<file path="src/hw/rtl/cfa_pkg.sv">
// Package for the contiguous frame allocator.
// Holds widths, operation, status and frame state codes, payload structs and
// the control/status structs shared by the controller and the datapath.
package cfa_pkg;

  localparam int unsigned FRAME_W        = 20;
  localparam int unsigned CNT_W          = 11;
  localparam int unsigned CFG_IDX_W      = 2;
  localparam int unsigned CFG_DATA_W     = 20;
  localparam int unsigned MAX_FRAMES_DEF = 1024;
  localparam int unsigned RST_POOL       = 1024;

  typedef enum logic [1:0] {
    OP_ALLOC   = 2'd0,
    OP_RELEASE = 2'd1,
    OP_MARK    = 2'd2,
    OP_REINIT  = 2'd3
  } op_kind_e;

  typedef enum logic [2:0] {
    STS_OK      = 3'd0,
    STS_FEW     = 3'd1,
    STS_NORUN   = 3'd2,
    STS_NOTHEAD = 3'd3,
    STS_RANGE   = 3'd4
  } status_e;

  typedef enum logic [1:0] {
    FS_FREE = 2'd0,
    FS_USED = 2'd1,
    FS_HEAD = 2'd2
  } frame_state_e;

  typedef enum logic [1:0] {
    REG_BASE_FRAME    = 2'd0,
    REG_POOL_FRAMES   = 2'd1,
    REG_RESERVE_FIRST = 2'd2
  } cfg_reg_e;

  typedef enum logic [2:0] {
    DP_IDLE,
    DP_LOAD,
    DP_SCAN,
    DP_FILL,
    DP_REL,
    DP_MARK,
    DP_CLEAR
  } dp_cmd_e;

  typedef enum logic [2:0] {
    S_INIT,
    S_IDLE,
    S_SCAN,
    S_FILL,
    S_REL,
    S_MARK,
    S_CLEAR
  } ctrl_state_e;

  typedef struct packed {
    op_kind_e           kind;
    logic [FRAME_W-1:0] frame_no;
    logic [CNT_W-1:0]   run_length;
  } item_t;

  typedef struct packed {
    status_e            status;
    logic [FRAME_W-1:0] first_frame;
    logic [CNT_W-1:0]   free_frames;
  } result_t;

  typedef struct packed {
    dp_cmd_e cmd;
    logic    emit;
    status_e status;
    logic    ret_first;
  } ctl_t;

  typedef struct packed {
    op_kind_e kind;
    logic     too_few;
    logic     zero_len;
    logic     out_of_range;
    logic     found;
    logic     scan_end;
    logic     fill_last;
    logic     not_head;
    logic     rel_end;
    logic     mark_last;
    logic     clear_last;
  } sts_t;

endpackage

</file>
<file path="src/hw/rtl/cfa_dpath.sv">
// Datapath of the contiguous frame allocator: configuration registers,
// frame state memory, scan pointers, free counter and result register.
// Depends on cfa_pkg; driven by cfa_ctrl through ctl_t, reports through sts_t.
module cfa_dpath #(
  parameter int unsigned MAX_FRAMES = cfa_pkg::MAX_FRAMES_DEF
) (
  input  logic                           clk_i,
  input  logic                           rst_ni,
  input  logic                           cfg_we_i,
  input  logic [cfa_pkg::CFG_IDX_W-1:0]  cfg_idx_i,
  input  logic [cfa_pkg::CFG_DATA_W-1:0] cfg_wdata_i,
  input  cfa_pkg::item_t                 item_i,
  input  cfa_pkg::ctl_t                  ctl_i,
  output cfa_pkg::sts_t                  sts_o,
  output logic                           done_o,
  output cfa_pkg::result_t               result_o
);

  localparam int unsigned AW  = $clog2(MAX_FRAMES);
  localparam int unsigned CW  = $clog2(MAX_FRAMES + 1);
  localparam int unsigned NW  = cfa_pkg::CNT_W;
  localparam int unsigned FW  = cfa_pkg::FRAME_W;
  localparam int unsigned RST_N =
    (MAX_FRAMES < cfa_pkg::RST_POOL) ? MAX_FRAMES : cfa_pkg::RST_POOL;

  logic [FW-1:0] base_q;
  logic [NW-1:0] pool_q;
  logic          rsv_q;

  cfa_pkg::frame_state_e mem [MAX_FRAMES];
  cfa_pkg::frame_state_e rd_q;
  logic                  we;
  logic [AW-1:0]         waddr;
  cfa_pkg::frame_state_e wdata;

  logic [CW-1:0] rptr_q, rptr_d;
  logic [CW-1:0] wptr_q, wptr_d;
  logic [CW-1:0] rd_idx_q;
  logic          rd_vld_q;
  logic [CW-1:0] start_q, start_d;
  logic [NW-1:0] run_q, run_d;
  logic [NW-1:0] cnt_q, cnt_d;
  logic [NW-1:0] len_q, len_d;
  logic          hd_q, hd_d;
  logic          clr_head_q, clr_head_d;
  logic [NW-1:0] free_q, free_d;
  logic          done_q;
  cfa_pkg::result_t res_q;

  logic [NW-1:0] n11;
  logic [CW-1:0] n_ix;
  logic [FW-1:0] diff;
  logic [CW-1:0] rel_ix;
  logic          issue;
  logic          rd_free;
  logic [NW-1:0] run_n;
  logic [CW-1:0] start_n;
  logic [NW-1:0] free_dec;
  logic [NW-1:0] free_inc;
  logic          rel_take;

  always_ff @(posedge clk_i or negedge rst_ni) begin
    if (!rst_ni) begin
      base_q <= '0;
      pool_q <= NW'(cfa_pkg::RST_POOL);
      rsv_q  <= 1'b1;
    end else if (cfg_we_i) begin
      unique case (cfg_idx_i)
        cfa_pkg::REG_BASE_FRAME:    base_q <= cfg_wdata_i[FW-1:0];
        cfa_pkg::REG_POOL_FRAMES:   pool_q <= cfg_wdata_i[NW-1:0];
        cfa_pkg::REG_RESERVE_FIRST: rsv_q  <= cfg_wdata_i[0];
        default: ;
      endcase
    end
  end

  always_comb begin
    if (pool_q == '0) begin
      n11 = NW'(1);
    end else if (32'(pool_q) > 32'(MAX_FRAMES)) begin
      n11 = NW'(MAX_FRAMES);
    end else begin
      n11 = pool_q;
    end
    n_ix = CW'(n11);
  end

  assign diff   = item_i.frame_no - base_q;
  assign rel_ix = CW'(diff);

  assign rd_free  = (rd_q == cfa_pkg::FS_FREE);
  assign run_n    = rd_free ? run_q + NW'(1) : '0;
  assign start_n  = (rd_free && run_q == '0) ? rd_idx_q : start_q;
  assign issue    = ((ctl_i.cmd == cfa_pkg::DP_SCAN) || (ctl_i.cmd == cfa_pkg::DP_REL))
                    && (rptr_q < n_ix);
  assign free_dec = (free_q == '0) ? '0 : free_q - NW'(1);
  assign free_inc = (free_q < n11) ? free_q + NW'(1) : free_q;
  assign rel_take = rd_vld_q && (hd_q ? (rd_q == cfa_pkg::FS_HEAD)
                                      : (rd_q == cfa_pkg::FS_USED));

  always_comb begin
    sts_o.kind         = item_i.kind;
    sts_o.too_few      = item_i.run_length > free_q;
    sts_o.zero_len     = item_i.run_length == '0;
    sts_o.out_of_range = (item_i.frame_no < base_q) || ({1'b0, diff} >= (FW + 1)'(n11));
    sts_o.found        = rd_vld_q && rd_free && (run_n == len_q);
    sts_o.scan_end     = !rd_vld_q && (rptr_q >= n_ix);
    sts_o.fill_last    = ({1'b0, cnt_q} + (NW + 1)'(1)) == {1'b0, len_q};
    sts_o.not_head     = rd_vld_q && hd_q && (rd_q != cfa_pkg::FS_HEAD);
    sts_o.rel_end      = (rd_vld_q && !hd_q && (rd_q != cfa_pkg::FS_USED))
                         || (!rd_vld_q && (rptr_q >= n_ix));
    sts_o.mark_last    = !(({1'b0, cnt_q} + (NW + 1)'(1)) < {1'b0, len_q})
                         || !(({1'b0, wptr_q} + (CW + 1)'(1)) < {1'b0, n_ix});
    sts_o.clear_last   = wptr_q == CW'(MAX_FRAMES - 1);
  end

  always_comb begin
    rptr_d     = rptr_q;
    wptr_d     = wptr_q;
    start_d    = start_q;
    run_d      = run_q;
    cnt_d      = cnt_q;
    len_d      = len_q;
    hd_d       = hd_q;
    clr_head_d = clr_head_q;
    free_d     = free_q;
    we         = 1'b0;
    waddr      = wptr_q[AW-1:0];
    wdata      = cfa_pkg::FS_FREE;
    unique case (ctl_i.cmd)
      cfa_pkg::DP_LOAD: begin
        run_d = '0;
        cnt_d = '0;
        hd_d  = 1'b1;
        len_d = item_i.run_length;
        rptr_d = (item_i.kind == cfa_pkg::OP_ALLOC) ? '0 : rel_ix;
        wptr_d = (item_i.kind == cfa_pkg::OP_REINIT) ? '0 : rel_ix;
        if (item_i.kind == cfa_pkg::OP_REINIT) begin
          free_d     = n11 - NW'(rsv_q);
          clr_head_d = rsv_q;
        end
      end
      cfa_pkg::DP_SCAN: begin
        rptr_d = rptr_q + CW'(issue);
        if (rd_vld_q) begin
          run_d   = run_n;
          start_d = start_n;
          if (sts_o.found) begin
            wptr_d = start_n;
            cnt_d  = '0;
          end
        end
      end
      cfa_pkg::DP_FILL: begin
        we     = 1'b1;
        wdata  = (cnt_q == '0) ? cfa_pkg::FS_HEAD : cfa_pkg::FS_USED;
        wptr_d = wptr_q + CW'(1);
        cnt_d  = cnt_q + NW'(1);
        free_d = free_dec;
      end
      cfa_pkg::DP_REL: begin
        rptr_d = rptr_q + CW'(issue);
        if (rd_vld_q) begin
          hd_d = 1'b0;
        end
        if (rel_take) begin
          we     = 1'b1;
          waddr  = rd_idx_q[AW-1:0];
          wdata  = cfa_pkg::FS_FREE;
          free_d = free_inc;
        end
      end
      cfa_pkg::DP_MARK: begin
        we     = 1'b1;
        wdata  = (cnt_q == '0) ? cfa_pkg::FS_HEAD : cfa_pkg::FS_USED;
        wptr_d = wptr_q + CW'(1);
        cnt_d  = cnt_q + NW'(1);
        free_d = free_dec;
      end
      cfa_pkg::DP_CLEAR: begin
        we     = 1'b1;
        wdata  = (wptr_q == '0 && clr_head_q) ? cfa_pkg::FS_HEAD : cfa_pkg::FS_FREE;
        wptr_d = wptr_q + CW'(1);
      end
      default: ;
    endcase
  end

  always_ff @(posedge clk_i) begin
    if (we) begin
      mem[waddr] <= wdata;
    end
    rd_q <= mem[rptr_q[AW-1:0]];
  end

  always_ff @(posedge clk_i or negedge rst_ni) begin
    if (!rst_ni) begin
      rptr_q     <= '0;
      wptr_q     <= '0;
      rd_idx_q   <= '0;
      rd_vld_q   <= 1'b0;
      start_q    <= '0;
      run_q      <= '0;
      cnt_q      <= '0;
      len_q      <= '0;
      hd_q       <= 1'b0;
      clr_head_q <= 1'b1;
      free_q     <= NW'(RST_N - 1);
      done_q     <= 1'b0;
    end else begin
      rptr_q     <= rptr_d;
      wptr_q     <= wptr_d;
      rd_idx_q   <= rptr_q;
      rd_vld_q   <= issue;
      start_q    <= start_d;
      run_q      <= run_d;
      cnt_q      <= cnt_d;
      len_q      <= len_d;
      hd_q       <= hd_d;
      clr_head_q <= clr_head_d;
      free_q     <= free_d;
      done_q     <= ctl_i.emit;
    end
  end

  always_ff @(posedge clk_i) begin
    if (ctl_i.emit) begin
      res_q.status      <= ctl_i.status;
      res_q.first_frame <= ctl_i.ret_first ? base_q + FW'(start_q) : '0;
      res_q.free_frames <= free_d;
    end
  end

  assign done_o   = done_q;
  assign result_o = res_q;

endmodule

</file>
<file path="src/hw/rtl/cfa_ctrl.sv">
// Controller of the contiguous frame allocator: sequences the operations.
// Depends on cfa_pkg; commands cfa_dpath through ctl_t, reads sts_t back.
module cfa_ctrl (
  input  logic          clk_i,
  input  logic          rst_ni,
  input  logic          start,
  input  cfa_pkg::sts_t sts_i,
  output cfa_pkg::ctl_t ctl_o,
  output logic          busy
);

  cfa_pkg::ctrl_state_e state_q, state_d;

  always_ff @(posedge clk_i or negedge rst_ni) begin
    if (!rst_ni) begin
      state_q <= cfa_pkg::S_INIT;
    end else begin
      state_q <= state_d;
    end
  end

  always_comb begin
    state_d         = state_q;
    ctl_o.cmd       = cfa_pkg::DP_IDLE;
    ctl_o.emit      = 1'b0;
    ctl_o.status    = cfa_pkg::STS_OK;
    ctl_o.ret_first = 1'b0;
    busy            = 1'b1;
    unique case (state_q)
      cfa_pkg::S_INIT: begin
        ctl_o.cmd = cfa_pkg::DP_CLEAR;
        if (sts_i.clear_last) begin
          state_d = cfa_pkg::S_IDLE;
        end
      end
      cfa_pkg::S_IDLE: begin
        busy = 1'b0;
        if (start) begin
          ctl_o.cmd = cfa_pkg::DP_LOAD;
          unique case (sts_i.kind)
            cfa_pkg::OP_ALLOC: begin
              priority if (sts_i.too_few) begin
                ctl_o.emit   = 1'b1;
                ctl_o.status = cfa_pkg::STS_FEW;
              end else if (sts_i.zero_len) begin
                ctl_o.emit   = 1'b1;
                ctl_o.status = cfa_pkg::STS_NORUN;
              end else begin
                state_d = cfa_pkg::S_SCAN;
              end
            end
            cfa_pkg::OP_RELEASE: begin
              if (sts_i.out_of_range) begin
                ctl_o.emit   = 1'b1;
                ctl_o.status = cfa_pkg::STS_RANGE;
              end else begin
                state_d = cfa_pkg::S_REL;
              end
            end
            cfa_pkg::OP_MARK: begin
              if (sts_i.out_of_range) begin
                ctl_o.emit   = 1'b1;
                ctl_o.status = cfa_pkg::STS_RANGE;
              end else begin
                state_d = cfa_pkg::S_MARK;
              end
            end
            cfa_pkg::OP_REINIT: begin
              state_d = cfa_pkg::S_CLEAR;
            end
            default: ;
          endcase
        end
      end
      cfa_pkg::S_SCAN: begin
        ctl_o.cmd = cfa_pkg::DP_SCAN;
        priority if (sts_i.found) begin
          state_d = cfa_pkg::S_FILL;
        end else if (sts_i.scan_end) begin
          ctl_o.emit   = 1'b1;
          ctl_o.status = cfa_pkg::STS_NORUN;
          state_d      = cfa_pkg::S_IDLE;
        end
      end
      cfa_pkg::S_FILL: begin
        ctl_o.cmd = cfa_pkg::DP_FILL;
        if (sts_i.fill_last) begin
          ctl_o.emit      = 1'b1;
          ctl_o.ret_first = 1'b1;
          state_d         = cfa_pkg::S_IDLE;
        end
      end
      cfa_pkg::S_REL: begin
        ctl_o.cmd = cfa_pkg::DP_REL;
        priority if (sts_i.not_head) begin
          ctl_o.emit   = 1'b1;
          ctl_o.status = cfa_pkg::STS_NOTHEAD;
          state_d      = cfa_pkg::S_IDLE;
        end else if (sts_i.rel_end) begin
          ctl_o.emit = 1'b1;
          state_d    = cfa_pkg::S_IDLE;
        end
      end
      cfa_pkg::S_MARK: begin
        ctl_o.cmd = cfa_pkg::DP_MARK;
        if (sts_i.mark_last) begin
          ctl_o.emit = 1'b1;
          state_d    = cfa_pkg::S_IDLE;
        end
      end
      cfa_pkg::S_CLEAR: begin
        ctl_o.cmd = cfa_pkg::DP_CLEAR;
        if (sts_i.clear_last) begin
          ctl_o.emit = 1'b1;
          state_d    = cfa_pkg::S_IDLE;
        end
      end
      default: begin
        state_d = cfa_pkg::S_IDLE;
      end
    endcase
  end

endmodule

</file>
<file path="src/hw/rtl/contiguous_frame_allocator_unit.sv">
// Top level of the contiguous frame allocator.
// Depends on cfa_pkg; instantiates cfa_ctrl and cfa_dpath.
//
// A command is taken when start is high and busy is low; its single result
// shows on result_o for exactly one cycle with done_o high and cannot be held
// off, so the receiver must take it then. The frame state store has one read
// and one write port and is walked one entry per cycle. A rejected command (too
// few free, zero length, out of range) is answered without touching the store;
// an allocate scans the pool for a run and then fills it, or answers when the
// scan ends with no run; release walks from the head until the run ends, and
// answers on its first read when the frame is not a head; mark writes at least
// one frame; reinitialize clears all MAX_FRAMES entries. busy is low again in
// the cycle the result shows, so the next command can be taken then. After
// reset the store is cleared with busy high; configuration writes are taken
// at any time but are meant to be made while idle.
module contiguous_frame_allocator_unit #(
  parameter int unsigned MAX_FRAMES = cfa_pkg::MAX_FRAMES_DEF
) (
  input  logic                           clk_i,
  input  logic                           rst_ni,
  input  logic                           start,
  output logic                           busy,
  input  cfa_pkg::item_t                 item_i,
  output logic                           done_o,
  output cfa_pkg::result_t               result_o,
  input  logic                           cfg_we_i,
  input  logic [cfa_pkg::CFG_IDX_W-1:0]  cfg_idx_i,
  input  logic [cfa_pkg::CFG_DATA_W-1:0] cfg_wdata_i
);

  cfa_pkg::ctl_t ctl;
  cfa_pkg::sts_t sts;

  cfa_ctrl u_ctrl (
    .clk_i  (clk_i),
    .rst_ni (rst_ni),
    .start  (start),
    .sts_i  (sts),
    .ctl_o  (ctl),
    .busy   (busy)
  );

  cfa_dpath #(
    .MAX_FRAMES (MAX_FRAMES)
  ) u_dpath (
    .clk_i       (clk_i),
    .rst_ni      (rst_ni),
    .cfg_we_i    (cfg_we_i),
    .cfg_idx_i   (cfg_idx_i),
    .cfg_wdata_i (cfg_wdata_i),
    .item_i      (item_i),
    .ctl_i       (ctl),
    .sts_o       (sts),
    .done_o      (done_o),
    .result_o    (result_o)
  );

endmodule

</file>
<file path="config.mk">
export PLATFORM = sky130hd
export DESIGN_NAME = contiguous_frame_allocator_unit
export DESIGN_NICKNAME = d
export VERILOG_FILES = /design/src/hw/rtl/cfa_pkg.sv /design/src/hw/rtl/cfa_dpath.sv /design/src/hw/rtl/cfa_ctrl.sv /design/src/hw/rtl/contiguous_frame_allocator_unit.sv
export SDC_FILE = /design/constraint.sdc
export NUM_CORES = 2
export LEC_CHECK = 0
export BUFFER_PORTS_ARGS = -buffer_cell sky130_fd_sc_hd__buf_2
export CAP_MARGIN = 5
export CORE_MARGIN = 2
export CORE_UTILIZATION = 44
export DETAILED_ROUTE_END_ITERATION = 12
export PLACE_DENSITY_LB_ADDON = 0.3
export SKIP_CTS_REPAIR_TIMING = 1
export SKIP_LAST_GASP = 1
export SYNTH_ARGS = -nofsm -noshare
export SYNTH_HDL_FRONTEND = slang
export SYNTH_SLANG_ARGS = --single-unit
</file>
<file path="constraint.sdc">
create_clock -name clk_i -period 51 [get_ports clk_i]
set_clock_uncertainty 0.05 [all_clocks]
set_input_delay 5.1 -clock clk_i [delete_from_list [all_inputs] [get_ports clk_i]]
set_output_delay 5.1 -clock clk_i [all_outputs]
set_load 0.01 [all_outputs]
</file>
---- Yosys cells after proc, flatten, opt, wreduce, memory -nomap -nowiden ----
Memory sizes are Yosys's and may differ from the RTL's. A register that Yosys moved wholly into a read port is not among the register bits.
Index checks and enable logic that the tools add are counted.
word-level totals
  register bits after elaboration ......... 161
  memory bits (writable) .................. 2048
  memories ................................ 1
  output and inout bits ................... 36
  word-level logic and storage cells ...... 190
  input port bits ......................... 59
memories
  name         depth  width  read ports  clocked after Yosys merged registers in  write ports  RTL line         text
  u_dpath.mem  1024   2      1           1                                        1            cfa_dpath.sv:30  cfa_pkg::frame_state_e mem [MAX_FRAMES];
cells by class
  $lt $le $gt $ge ......................... 9
  reductions and logical operators ........ 49
  add/subtract/negate cells ............... 11
  equal/unequal tests ..................... 37
  muxes and demuxes ....................... 64
operators with widths
  kind                     count
  $mux W11                 15
  $pmux W11 S3             3
  $logic_not A11 Y1        6
  $add A11 B1 Y11 const B  4
  $pmux W11 S2             2
  $mux W3                  12
  $pmux W3 S6              2
  $add A11 B1 Y12 const B  2
  $lt A12 B11 Y1           2
  $lt A11 B11 Y1           2
  $add A20 B11 Y20         1
  $ge A20 B11 Y1           1
  $lt A20 B20 Y1           1
  $mux W10                 2
  $mux W4                  5
  $sub A20 B20 Y20         1
  $eq A3 B3 Y1 const B     6
  $ne A3 B3 Y1 const B     6
  $reduce_and A2 Y1        7
  $eq A12 B11 Y1           1
  $eq A3 B2 Y1 const B     4
  $mux W1                  12
  $pmux W3 S4              1
  $add A11 B1 Y11          1
  30 further kinds         71

---- Depth between registers and ports, before layout ----
  depth after elaboration ................. 14
  depth in mapped cells ................... 18
  gate-level depth less buffers ........... 18

---- By module ----
Synthesis repeated with hierarchy kept, for this count alone.
unflattened totals
  cell total of the unflattened synthesis .. 6193
  area, all modules ....................... 95341.4 um^2
by module, submodules not included
  module     area each (um^2)  times used  seq. area each (um^2)  cells an instance
  cfa_dpath  94819.7           1           65679.2                6125
  cfa_ctrl   521.8             1           75.1                   68

---- Least setup slack after synthesis ----
Ideal clock, no wire load.
  kind .................................... register to register
  start point ............................. register u_ctrl.state_q[1]
  end point ............................... memory u_dpath.mem[0][1] in the netlist's numbering (data pin)
  cell stages (with the launch flop) ...... 5
  setup time .............................. 8.393 ns
  slack ................................... -0.161 ns
  period minus slack after synthesis ...... 51.161 ns
  buffers on the path ..................... 1
  required time ........................... 42.557 ns
  arrival ................................. 42.718 ns
  cells stage by stage .................... dfrtp_1 -> buf_2 -> xor2_1 -> or2_2 -> o32ai_1
on the way
  word-level cells in the longest chain between the ends .. 6
  elaborated cells on any way between the ends .. 14
  classes of those cells .................. 9 x eq/ne; 2 x mux; 3 x reduce/logical
ends and longest elaborated chain
  item                                              RTL line          text
  start: declaration                                cfa_ctrl.sv:12    cfa_pkg::ctrl_state_e state_q, state_d;
  start signal: assignment                          cfa_ctrl.sv:16    state_q <= cfa_pkg::S_INIT;
  start signal: assignment                          cfa_ctrl.sv:18    state_q <= state_d;
  $eq A3 B3 Y1 or $logic_not A3 Y1 (tied branches)  cfa_ctrl.sv:29    unique case (state_q)
  $reduce_or A2 Y1 (no source line)                 -
  $pmux W3 S6 *                                     cfa_ctrl.sv:29
  $eq A3 B2 Y1 or $eq A3 B3 Y1 (tied branches)      cfa_dpath.sv:130  unique case (ctl_i.cmd)
  $reduce_or A2 Y1 (no source line)                 -
  $pmux W2 S2 *                                     cfa_dpath.sv:130
  named net u_dpath.wdata[1]                        cfa_dpath.sv:34   cfa_pkg::frame_state_e wdata;
  end: declaration                                  cfa_dpath.sv:30
Mark *: on every way through the listed nets, which the timed path passes. The rest lies on a longest branch.

==> impl_metrics.py <==
metrics = {
    "critical_path": {
        "critical_path_class": "in2reg",
        "worstReg2RegStart": "u_dpath.rptr_q[0]",
        "r2r_end": "u_dpath.rd_q[1]",
        "required_ns": 51.44,
        "reg2reg_depth": 12,
        "arrival_ns": 9.34,
        "path_max_fanout": 35,
        "cp-end-kind": "flop",
        "reg2reg_slack_ns": 45.19,
        "crit_path_start_kind": "input pin",
    },
    "synthesis": {
        "yosysMostFrequentCell": "edfxtp_1",
        "ys_async_sr_fraction_pct": 5.74,
        "yosys.cell_types.count": 98,
        "ys_seq_area_share_pct": 68.7,
        "synth-edff-count": 2082,
        "syn_inst": 6103,
        "netlist_area_sq_mm": 0.0957,
        "synth_nets": 6277,
        "ys.flop_type": "edfxtp_1",
        "ys_seq_elements": 2211,
        "synth_commonest_cells": "2,082 x edfxtp_1, 1,151 x nor2_1, 450 x mux4_2, 261 x nand2_1, 183 x mux2i_1",
        "synth.yosys.warnings": 0,
        "avgSynthCellArea_sq_um": 15.7,
        "synth_top_area_cell": "edfxtp_1",
        "synth_top_area_share_pct": 65.3,
        "ys_top_cells_by_area": "edfxtp_1 65%, mux4_2 11%, nor2_1 4.5%",
    },
    "clock_network": {
        "clk_latency_ns": 0.87,
        "cts_buffer_depth": 3,
        "tritoncts": "done",
        "h-tree-depth": 4,
        "cts_buffers": 220,
        "cts-root-buf": "clkbuf_16",
        "cts.sinks": 2211,
        "clk_pin_slew_ns": 0.06,
    },
    "job": {
        "drv_cap": 0,
    },
    "power_and_ir_drop": {
        "power_density_mw_per_mm2": 55.2,
        "p_total_w": 0.00587,
        "p_leak_nw": 33.7,
        "ir_drop_mv": 0.0786,
    },
    "timing": {
        "max_slew_margin_pct": 8.61,
        "finalSetupViolations": 0,
        "tns_ns": 0,
        "hold_violations": 0,
        "worstMarginPinSlew_ns": 1.34,
        "fin_crit_ns": 8.90,
        "period_share_pct": 17.5,
        "fmax_ghz": 0.112,
        "rsz0062_at_grt": "false",
        "slew_violations": 0,
    },
    "global_route": {
        "grt_max_degree": 223,
        "gr-total-overflow": 0,
        "grt_pass1_vias": 55907,
        "grt_pass1_wl_mm": 398,
        "antenna_found_initial": 7,
        "grt_use_total_pct": 24.8,
    },
    "die": {
        "die_w_um": 470,
        "ios": 95,
        "rows": 171,
        "core-area_sq_mm": 0.217,
        "start_util_pct": 44.2,
        "dieArea_sq_mm": 0.221,
        "fp.dieH_um": 470,
    },
    "hold_path": {
        "min-delay-start": "u_dpath.rd_idx_q[10]",
        "hold_class": "reg2reg",
        "worstHoldPathCells": 1,
        "whs_endpoint": "u_dpath.start_q[10]",
    },
    "route": {
        "drt-pass1-iter-count": 5,
        "antenna_left": 0,
        "dr_wl_met3_mm": 25.5,
        "dr_wl_met2_mm": 133,
        "met1Wirelength_mm": 108,
        "routedWlPerCell_um": 30.4,
        "drt_iter0_drc": 7562,
        "drc": 0,
        "dr.max_layer_used": "met5",
        "wl_mm": 278,
        "vias_per_cell": 6.20,
        "num_vias": 56711,
    },
    "placed_design": {
        "dpl.hpwl_mm": 160,
        "gp_congestion": 0.899,
        "portBuffers": 94,
    },
    "final_layout": {
        "nets": 6273,
        "layout-drive-gt1-share_pct": 18.2,
        "area_growth_pct": 11.0,
    },
    "run_status": {
        "status": "completed",
    },
}
==> critical path, cell delays in order <==
cell	delay (ns)
buf_2	0.11
inv_1	0.05
ha_1	0.22
fa_1	0.41
nor2b_1	0.19
o2111ai_1	0.20
nand2_1	0.16
a21o_1	0.12
a21oi_1	0.07
xor2_1	0.38
inv_1	0.13
ha_1	0.32
o21a_1	0.17
o21ai_0	0.17
a21oi_1	0.08
a211oi_1	0.20
nand4_1	0.21
nor4_1	0.61
o21ai_4	0.43
==> layout by cell type (no fill, tap or decap), types with 23 or more instances in the layout <==
cell type	count
mux2_2	39
clkinv_1	44
a21oi_1	131
a211oi_1	40
buf_4	122
clkbuf_16	223
clkinv_2	50
a221oi_1	39
o221ai_1	35
inv_1	88
a22oi_1	53
nor2b_1	32
nor2_1	1146
o21ai_0	158
mux4_2	450
edfxtp_1	2082
nor3_1	58
clkbuf_1	44
buf_2	93
dfrtp_1	108
xnor2_1	44
nand2_1	251
a22o_1	32
ha_1	113
mux2i_1	183
a31oi_1	23
o22ai_1	38
bufinv_16	31
nand3_1	73
==> through the flow <==
stage               setup WS, ns  std cells  util [%]  hold WS, ns  instance area, sq um
floorplan                  23.68       6103         -        0.325                 95700
finish                     42.10       9149      49.0        0.459                106000
global route               41.75       9147      49.0        0.497                106000
CTS                        42.16       9146      49.0        0.463                106000
detailed placement         41.25       8730      45.6        0.444                 98900
global placement           41.28       8729      45.6        0.440                 98800
==> cell families after synthesis <==
group | Yosys count | share of synthesized area (%)
buffers and inverters | 541 | 2.83
muxes | 696 | 13.5
xor gates and xnor gates | 62 | 0.567
and+or+nand+nor | 1771 | 7.84
DFF | 2211 | 68.7
AOI/OAI and AO/OA | 707 | 5.00
adders and majority gates | 115 | 1.52
==> final cells by class <==
| type | count | area [sq um] |
|---|---|---|
| fillers | 17939 | 110000 |
| repair buffers | 224 | 1550 |
| diodes | 2 | 5.00 |
| clock buffers | 274 | 5840 |
| flip-flops and latches | 2211 | 65800 |
| clock inverters | 142 | 1580 |
| well taps | 2854 | 3570 |
| inverters | 91 | 342 |
| multi-input cells | 3351 | 27600 |
==> state kept, by name (all words and copies together), names as in the netlist <==
name / cells
u_dpath.rptr_q: 11
u_dpath.mem: 2048
u_dpath.cnt_q: 11
u_dpath.hd_q: 1
u_dpath.rsv_q: 1
u_dpath.run_q: 11
u_dpath.clr_head_q: 1
u_dpath.wptr_q: 11
u_dpath.rd_idx_q: 11
u_dpath.result_o: 34
u_dpath.start_q: 11
u_dpath.pool_q: 11
u_dpath.rd_q: 2
u_dpath.free_q: 11
u_dpath.len_q: 11
u_dpath.done_o: 1
u_dpath.rd_vld_q: 1
u_dpath.base_q: 20
u_ctrl.state_q: 3
==> report_power, final <==
part | internal [W] | total (W) | switching (W)
clock network | 0.000969 | 0.00167 | 0.000703
registers | 0.00226 | 0.00234 | 0.0000796
logic | 0.000592 | 0.00185 | 0.00126
total | 0.00382 | 0.00587 | 0.00204
==> routing by layer <==
layer  vias to the layer above  global-route usage [%]
li1                      23674                       -
met1                     29578                    33.4
met2                      2937                    40.1
met3                       518                    4.66
met4                         4                    9.25
met5                         -                       0
==> how the worst max path moves through the flow <==
stage	end	cells after the start	start	slack, ns
after floorplan	u_dpath.mem[0][1]	4	u_ctrl.state_q[1]	23.68
after global placement	u_dpath.result_o[11]	19	item_i[11]	41.28
after detailed placement	u_dpath.result_o[11]	19	item_i[11]	41.25
after CTS	u_dpath.result_o[2]	19	item_i[11]	42.16
after global routing	u_dpath.result_o[12]	19	item_i[11]	41.75
final	u_dpath.result_o[12]	19	item_i[11]	42.10
Note: power is estimated with default switching activity, not from simulation.
